[src/design/zssd_pkg.sv]
// Shared constants and types for the zero-sum subarray detector.
`timescale 1ns / 1ps
package zssd_pkg;

  // Width of one input value and of the wrapping prefix sum.
  localparam int VALUE_W = 31;
  localparam int SUM_W   = 48;

  // Capacity of the prefix-sum store and the widths that follow from it.
  localparam int MAX_ITEMS = 1024;
  localparam int ADDR_W    = $clog2(MAX_ITEMS);
  localparam int CNT_W     = $clog2(MAX_ITEMS + 1);

  // Depth of the queue between the front and the back.
  localparam int QUEUE_DEPTH = 4;
  localparam int QPTR_W      = $clog2(QUEUE_DEPTH);
  localparam int QCNT_W      = $clog2(QUEUE_DEPTH + 1);

  // One classified item as it travels from the front to the back.
  typedef struct packed {
    logic [SUM_W-1:0] sum;
    logic             last;
  } entry_t;

endpackage

[src/design/zssd_queue.sv]
// Short queue of classified items between the front and the back.
`timescale 1ns / 1ps
module zssd_queue (
  input  logic             clk,
  input  logic             rst,
  input  logic             push,
  input  zssd_pkg::entry_t push_entry,
  output logic             full,
  input  logic             pop,
  output zssd_pkg::entry_t head,
  output logic             empty
);
  import zssd_pkg::*;

  entry_t            slots [QUEUE_DEPTH];
  logic [QPTR_W-1:0] wr_ptr;
  logic [QPTR_W-1:0] rd_ptr;
  logic [QCNT_W-1:0] fill;
  logic              do_pop;

  assign full   = (fill == QCNT_W'(QUEUE_DEPTH));
  assign empty  = (fill == '0);
  assign do_pop = pop && !empty;
  assign head   = slots[rd_ptr];

  // Pointers and fill level.
  always_ff @(posedge clk) begin
    if (rst) begin
      wr_ptr <= '0;
      rd_ptr <= '0;
      fill   <= '0;
    end else begin
      if (push) begin
        wr_ptr <= wr_ptr + 1'b1;
      end
      if (do_pop) begin
        rd_ptr <= rd_ptr + 1'b1;
      end
      if (push && !do_pop) begin
        fill <= fill + 1'b1;
      end else if (do_pop && !push) begin
        fill <= fill - 1'b1;
      end
    end
  end

  // Entry storage needs no reset.
  always_ff @(posedge clk) begin
    if (push) begin
      slots[wr_ptr] <= push_entry;
    end
  end

endmodule

[config.mk]
export PLATFORM = sky130hd
export DESIGN_NAME = zssd_queue
export DESIGN_NICKNAME = d
export VERILOG_FILES = /design/src/design/zssd_pkg.sv /design/src/design/zssd_queue.sv
export SDC_FILE = /design/constraint.sdc
export NUM_CORES = 1
export LEC_CHECK = 0
export ABC_AREA = 1
export BUFFER_PORTS_ARGS = -buffer_cell sky130_fd_sc_hd__clkbuf_2
export CELL_PAD_IN_SITES_DETAIL_PLACEMENT = 1
export CELL_PAD_IN_SITES_GLOBAL_PLACEMENT = 1
export CORE_MARGIN = 4
export CORE_UTILIZATION = 28
export DETAILED_ROUTE_END_ITERATION = 16
export PLACE_DENSITY_LB_ADDON = 0.1
export SLEW_MARGIN = 15
export SYNTH_ARGS = -nofsm -noshare
export SYNTH_HDL_FRONTEND = slang
export SYNTH_SLANG_ARGS = --single-unit
[constraint.sdc]
create_clock -name clk -period 2.15 [get_ports clk]
set_input_delay 0.215 -clock clk [delete_from_list [all_inputs] [get_ports clk]]
set_output_delay 0.215 -clock clk [all_outputs]
set_load 0.005 [all_outputs]
==> reports/metrics.yaml <==
required_ns: 1.93
critPathLaunchType: "flop"
synthMuxAreaShare: 0
synth_area_um2: 7726
drtIter0Drc: 267
crit_arrival_ns: 1.81
vias: 5003
numClockSinks: 205
place.gp.congestion: 0.6923
synth_area_leaders: "edfxtp_1 76%, o21ai_0 6.2%, nor2_1 5.1%"
async_flop_share: 0
row_count: 60
status: "finished clean"
power_frac_clock: 0.385
die_area_um2: 30310
slew_headroom: 0.6685
ios: 104
clock.fmax_mhz: 493.1
yosys.area_share.xor_xnor: 0.001134
grt_pass1_wl_um: 31030
fin_skew_ns: 0.02186
core-area_um2: 27030
root_buffer: "clkbuf_16"
drc: 0
p_int_mw: 8.200
synth-simple-area-share: 0.06040
rr_startpoint: "fill[1]"
p_leak_nw: 3.650
drtPass1Iterations: 4
place_hpwl_um: 11700
synth_seq_cells: 205
insertion_delay_ns: 0.52
chipHeight_um: 174.1
clk_pin_slew_worst_paths_ns: 0.06
synth_fa_ha_area_frac: 0.01069
p_per_area_nw_per_um2: 1123
drt-total-wl_um: 20060
cp_max_fo: 60
tightestPinTransition_ns: 0.4972
antennaDiodeCount: 0
cts_tree: "built"
cts_buffer_depth: 3
drive_gt1_frac: 0.2369
hp-class: "in2reg"
seqPwrFrac: 0.415
yosys-top-cells-count: "196 x edfxtp_1, 104 x nor2_1, 96 x o21ai_0"
synth-compound-area-share: 0.1083
ys_warn_count: 0
nets: 766
worst-r2r-cell-count: 12
p_sw_mw: 3.151
report.power.total_mw: 11.35
fin_crit_ns: 2.028
synth_flop_cell: "edfxtp_1"
combPwrFrac: 0.200
crit_end: "head[10]"
timing.final.crit_share: 0.9433
p_sw_frac: 0.2776
ant_nets: 0
synth_top_family_by_area: "compound AO/OA/AOI/OAI gates"
grt_start_max_net_pins: 61
r2r_slack_ns: 0.35
synth.avg_cell_area_um2: 14.36
grt_usage: 0.1292
cts_made_buffers: 25
timing.rr.end: "fill[2]"
yosysMostFrequentCell: "edfxtp_1"
setup_violations: 0
syn_inst: 538
via_per_inst: 4.689
fin_tns_setup_ns: 0
utilization: 0.3740
h-tree-depth: 1
grt_antenna_before_repair: 0
hold_viol: 0
synth.distinct_cells: 21
die_w_um: 174.1
synth_fp_nets: 597
vdd_drop_max_mv: 0.7855
synth_edf_count: 196
grt_pass1_vias: 5419
drv_slew: 0
gr-total-overflow: 0
end_kind: "primary output"
portBuffers: 103
ys_seq_area_frac: 0.7851
path_class: "reg2out"
drv_cap: 0
rsz0062_at_grt: "false"
yosysTopAreaCell: "edfxtp_1"
area_growth_pct: 30.82
wl_per_cell_um: 18.80
postCtsSetupBuffers: 0
yosys.area.top_type_share: 0.7618
start_util: 0.2859
==> cell type report <==
cell class	count	area, um2
Sequential cell	205	6073
Multi-Input combinational cell	285	1408
Tap cell	341	426.7
Fill cell	2837	16920
Timing Repair Buffer	173	1251
Inverter	17	80.08
Clock inverter	20	239.0
Clock buffer	26	629.4
==> worst min path at each step <==
stage	start	end	slack [ns]	cells after the start
floorplan	rst	flop	0.28	1
global placement	push_entry[19]	slots[2][19]	0.43	1
detailed placement	push_entry[42]	slots[0][42]	0.44	1
CTS	push	wr_ptr[0]	0.05	3
global route	push	wr_ptr[1]	0.09	3
finish	push	wr_ptr[0]	0.07	3
==> cell usage in the layout (no fill, tap or decap), types with 4 or more instances in the layout <==
cell type and instances:
buf_4 9, o21ai_0 96, nor2_1 104, inv_1 11
o22ai_1 47, buf_6 4, nand2_1 15, edfxtp_1 196
dlygate4sd3_1 52, clkbuf_16 25, clkbuf_2 103, clkinv_2 5
ha_1 5, bufinv_16 5, clkinv_1 4, o21ai_1 5
dfxtp_1 7, inv_2 5, a21oi_1 5
==> kinds of logic after synthesis <==
group,count (synthesis)
buffers and inverters,48
DFF,205
xor gates and xnor gates,1
adders and majority gates,6
AOI/OAI and AO/OA,155
and+or+nand+nor,123
==> worst max-delay path, cell delays in order (launching register included) <==
cell and delay, ns:
dfxtp_4 0.44, buf_16 0.26, o21ai_0 0.14, o22ai_1 0.26
clkbuf_2 0.17
==> flip-flops by register name, summed over array words and instances (netlist names), named ones only <==
name / cells
rd_ptr: 2
fill: 3
wr_ptr: 2
slots: 196
==> per-layer routing <==
layer | up-vias | global-route usage | wire length [um]
met5 | - | 0 | 0
met4 | 0 | 0.02540 | 366
met3 | 27 | 0.02501 | 782
met2 | 101 | 0.2155 | 9484
met1 | 2531 | 0.1776 | 9422
li1 | 2344 | - | -
==> repair_timing <==
action	CTS	global route
hold buffers	52	0
endpoints found under the hold margin	201	0
gates cloned	0	0
gates resized for setup	6	7
endpoints found under the setup margin	23	14
==> stage by stage <==
step | cells | area (um2) | setup slack, ns | hold WS (ns)
after floorplan | 538 | 7726 | 0.2002 | 0.2841
after global placement | 969 | 8662 | 0.4444 | 0.4270
after detailed placement | 969 | 8662 | 0.3472 | 0.4367
after CTS | 1067 | 10070 | 0.02097 | 0.05186
after global routing | 1067 | 10110 | 0.002915 | 0.08711
final | 1067 | 10110 | 0.1218 | 0.07396
==> power by group through the flow <==
stage          clock network [mW]  logic (mW)  registers, mW
2_1_floorplan                   0        1.25           4.74
6_report                     4.37        2.28           4.71
4_1_cts                      4.50        2.33           4.70
5_1_grt                      4.67        2.60           4.72
3_5_place_dp                    0        2.23           4.78
3_3_place_gp                    0        2.18           4.77
No activity file was read; power rests on OpenSTA's default activity.
