==> config.mk <==
export PLATFORM = sky130hd
export DESIGN_NAME = zssd_front
export DESIGN_NICKNAME = d
export VERILOG_FILES = /design/src/design/zssd_pkg.sv /design/src/design/zssd_front.sv
export SDC_FILE = /design/constraint.sdc
export NUM_CORES = 1
export LEC_CHECK = 0
export BUFFER_PORTS_ARGS = -buffer_cell sky130_fd_sc_hd__buf_2
export CAP_MARGIN = 20
export CORE_MARGIN = 8
export CORE_UTILIZATION = 55
export DETAILED_ROUTE_END_ITERATION = 8
export GPL_ROUTABILITY_DRIVEN = 1
export HOLD_SLACK_MARGIN = 0.05
export PLACE_DENSITY = 0.9
export SLEW_MARGIN = 10
export SYNTH_ARGS = -nofsm -noshare
export SYNTH_HDL_FRONTEND = slang
export SYNTH_SLANG_ARGS = --single-unit
==> constraint.sdc <==
create_clock -name clk -period 5.7 [get_ports clk]
set_input_delay 0.57 -clock clk [delete_from_list [all_inputs] [get_ports clk]]
set_output_delay 0.57 -clock clk [all_outputs]
set_load 0.05 [all_outputs]
==> src/design/zssd_pkg.sv <==
// Shared constants and types for the zero-sum subarray detector.
`timescale 1ns / 1ps
package zssd_pkg;

  // Width of one input value and of the wrapping prefix sum.
  localparam int VALUE_W = 31;
  localparam int SUM_W   = 48;

  // Capacity of the prefix-sum store and the widths that follow from it.
  localparam int MAX_ITEMS = 1024;
  localparam int ADDR_W    = $clog2(MAX_ITEMS);
  localparam int CNT_W     = $clog2(MAX_ITEMS + 1);

  // Depth of the queue between the front and the back.
  localparam int QUEUE_DEPTH = 4;
  localparam int QPTR_W      = $clog2(QUEUE_DEPTH);
  localparam int QCNT_W      = $clog2(QUEUE_DEPTH + 1);

  // One classified item as it travels from the front to the back.
  typedef struct packed {
    logic [SUM_W-1:0] sum;
    logic             last;
  } entry_t;

endpackage

==> src/design/zssd_front.sv <==
// Front part: accepts items and forms the alternating prefix sum.
`timescale 1ns / 1ps
module zssd_front (
  input  logic                   clk,
  input  logic                   rst,
  input  logic                   in_valid,
  output logic                   in_ready,
  input  logic [zssd_pkg::VALUE_W-1:0] value,
  input  logic                   last,
  input  logic                   q_full,
  output logic                   push,
  output zssd_pkg::entry_t       push_entry
);
  import zssd_pkg::*;

  logic [SUM_W-1:0] running_sum;
  logic             odd_position;
  logic [SUM_W-1:0] sum_next;
  logic [SUM_W-1:0] value_ext;

  // Even positions subtract the value, odd positions add it.
  assign value_ext = {{(SUM_W - VALUE_W){1'b0}}, value};
  always_comb begin
    if (odd_position) begin
      sum_next = running_sum + value_ext;
    end else begin
      sum_next = running_sum - value_ext;
    end
  end

  // An item is taken whenever the queue has room.
  assign in_ready        = !q_full;
  assign push            = in_valid && !q_full;
  assign push_entry.sum  = sum_next;
  assign push_entry.last = last;

  // The running sum returns to zero after the last item of a sequence.
  always_ff @(posedge clk) begin
    if (rst) begin
      running_sum  <= '0;
      odd_position <= 1'b0;
    end else if (push) begin
      if (last) begin
        running_sum  <= '0;
        odd_position <= 1'b0;
      end else begin
        running_sum  <= sum_next;
        odd_position <= !odd_position;
      end
    end
  end

endmodule

==> results.md <==
- Commonest non-fill, non-tap cells in the layout: a21oi_1 (91), buf_2 (85), nor2_1 (82), ha_1 (57), nand2_1 (54)
- Pwr Total: ~1.7 mW
- PnR worst setup slack: 0.164 ns
- CP required: between 5 and 6 ns
- Leak pwr: about 2.7 nW
- Non-filler cells, final: around 890
- CP Max Fanout: 7
- DR vias/cell: around 6
- Die Span Y: 113 microns
- Place WS: about 0.17 ns
- Max-slew violation count: 0
- Fin nets: 855
- Total GRT Usage: 0.241
- CTS sink cnt: 49
- 1st-pass router iterations: 5
- Post-CTS setup repair buffer count: 0
- Die Span X: around 110 microns
- Fin crit period: approximately 5.5 ns
- Status: complete, no violations
- Setup Crit Path Kind: input port to output port
- Fin crit share: 0.971
- Peak Freq: 181 MHz
- Final Hold Fails: 0
- Synthesis-stage register bit count: a little under 50
- Async S/R FF share, synth: 0
- Placed insts: between 800 and 900
- Floorplan core area: just over 9000 sq um
- Initial antenna violation count: 0
- Layout fillers: 850
- Post-synth EDFFs: 0
- Post-Route Skew: between 0.009 and 0.01 ns
- Max-cap violations: 0
- Net Count, Synth: just under 800
- Setup total negative slack: 0 ns
- Util after Layout: 0.641
- Vias after detailed routing: 5,410
- Iteration-0 DRC Markers: between 300 and 400
- H-tree depth: 2
- Crit start category: input port
- Wire length per cell: about 18 microns
- Antenna-violating nets left: 0
- CTS tree: built
- Top FF cell, synth: dfxtp_1
- Total gr overflow: 0
- Avg Synthesized Cell Area: 7.55 sq um
- Drt drc: 0
- Clock transition at path regs: 0.10 ns
- Die area: roughly 13,000 sq um
- Max-slew headroom: 0.401
- Root buf cell: clkbuf_8
- Post-Syn Area: about 5200 sq um
- Antenna cells: 0
- Fraction of layout cells with a size suffix above 1: 0.173
- Power Density: ~290 nW/um^2
- Crit path arrival time: a little under 5 ns
- Syn. warnings: 0
- Synth Instances: about 700
- RD Place Congestion: 0.931
- Most common cell after layout, fill and taps aside: a21oi_1
- Register area share after synthesis: 0.188
- # hold bufs at CTS: 0
- Worst-Margin Slew: slightly below 0.9 ns
- Post-CTS sizing: 0
- Area Growth Syn to Fin: 13.4%
- Tightest Hold Check Type: flop to flop
- Worst skew pair latency: around 0.31 ns
- Pin count of the biggest net entering global routing: 30
- Worst vdd ir: roughly 0.29 mV
- Post-DP HPWL: ~13,000 microns
- Clock Tree Buf Depth: 2
- Row cnt: 35
- CP Capture Type: output port
- # setup viols final: 0
- Post-Route WL: roughly 16,000 microns
- Yosys cell types: 66
- # IOs: 87
- First-pass GRT wire length: about 26,000 microns
- Vias in the first global route: about 5,300
- CTS buffer count: 5
- Number of buffers added on ports: 86
- Starting Density: 0.566
[synthesized netlist by cell type, drive strengths merged, types with 3 or more instances]
master,instances,area share
a21oi,95,0.097
nor2,84,0.062
ha,57,0.14
nand2,54,0.039
dfxtp,49,0.19
xor2,43,0.072
o21ai,35,0.035
xnor2,32,0.055
a22o,24,0.040
inv,24,0.017
clkbuf,23,0.017
nor3,21,0.022
a21o,20,0.029
a22oi,18,0.026
nand4,15,0.019
o21bai,12,0.018
buf,10,0.010
nand3,9,0.0086
nor4,7,0.012
o21a,5,0.0072
or3,5,0.0069
a211oi,4,0.0067
a31oi,4,0.0048
nor3b,4,0.0077
o31ai,4,0.0067
and2,3,0.0036
mux2i,3,0.0057
nor2b,3,0.0036
or4,3,0.0043
[registers in the layout (all words and copies together) (netlist names)]
| register | flops |
|---|---|
| running_sum | 48 |
| odd_position | 1 |
[per-layer routing]
metal / global-route usage / routed length (microns) / up-vias
li1: - / - / 2652
met1: 0.308 / 7180 / 2534
met2: 0.413 / 7540 / 191
met3: 0.0301 / 838 / 33
met4: 0.0719 / 299 / 0
met5: 0 / 0 / -
[power breakdown]
part           internal, mW  total (mW)  leakage, nW  switching [mW]
clock network         0.175       0.308       0.0681           0.134
registers             0.362       0.377        0.398          0.0149
logic                 0.287        1.02         2.21           0.731
[worst max-delay path, stage by stage]
cell       delay (ns)
buf_2            0.12
or3_4            0.42
nor4_4           0.19
and2_1           0.24
nand2_1          0.19
nor3_2           0.29
nor2_1           0.08
xor2_1           0.15
ha_1             0.42
nand4_2          0.17
or3_1            0.47
a211oi_2         0.30
nor3b_2          0.15
a2bb2oi_2        0.29
a21oi_2          0.15
o21ai_1          0.17
xor2_1           0.27
clkbuf_4         0.30
[through the flow]
stage	hold slack, ns	area (sq um)
6_report	0.488	5930
5_1_grt	0.520	5930
4_1_cts	0.484	5890
3_5_place_dp	0.462	5750
3_3_place_gp	0.449	5750
2_1_floorplan	0.432	5230
[cell type report]
class,count,area [sq um],share of cell area
Timing Repair Buffer,95,500,0.0844
Sequential cell,49,981,0.166
Clock buffer,5,68.8,0.0116
Clock inverter,3,65.1,0.0110
Multi-Input combinational cell,586,4060,0.685
Inverter,24,90.1,0.0152
Tap cell,129,161,0.0272
[cells by family (layout without fill, tap and decap cells)]
group,Yosys count,count (layout),synth area share
flip-flops,49,49,0.188
buffers and inverters,57,127,0.0440
adder cells (fa/ha/maj),58,58,0.140
AND/OR/NAND/NOR,211,211,0.193
multiplexers,4,4,0.00790
AO/OA/AOI/OAI,238,238,0.300
XOR/XNOR,75,75,0.127
[worst paths after layout]
kind	cells after the start	start	slack, ns	endpoint
max	18	value[3]	0.16	push_entry[47]
min	2	running_sum[41]	0.49	running_sum[41]
max reg2reg	13	odd_position	1.73	running_sum[46]
min reg2reg	2	running_sum[41]	0.49	running_sum[41]
(Power assumes the default switching activity.)
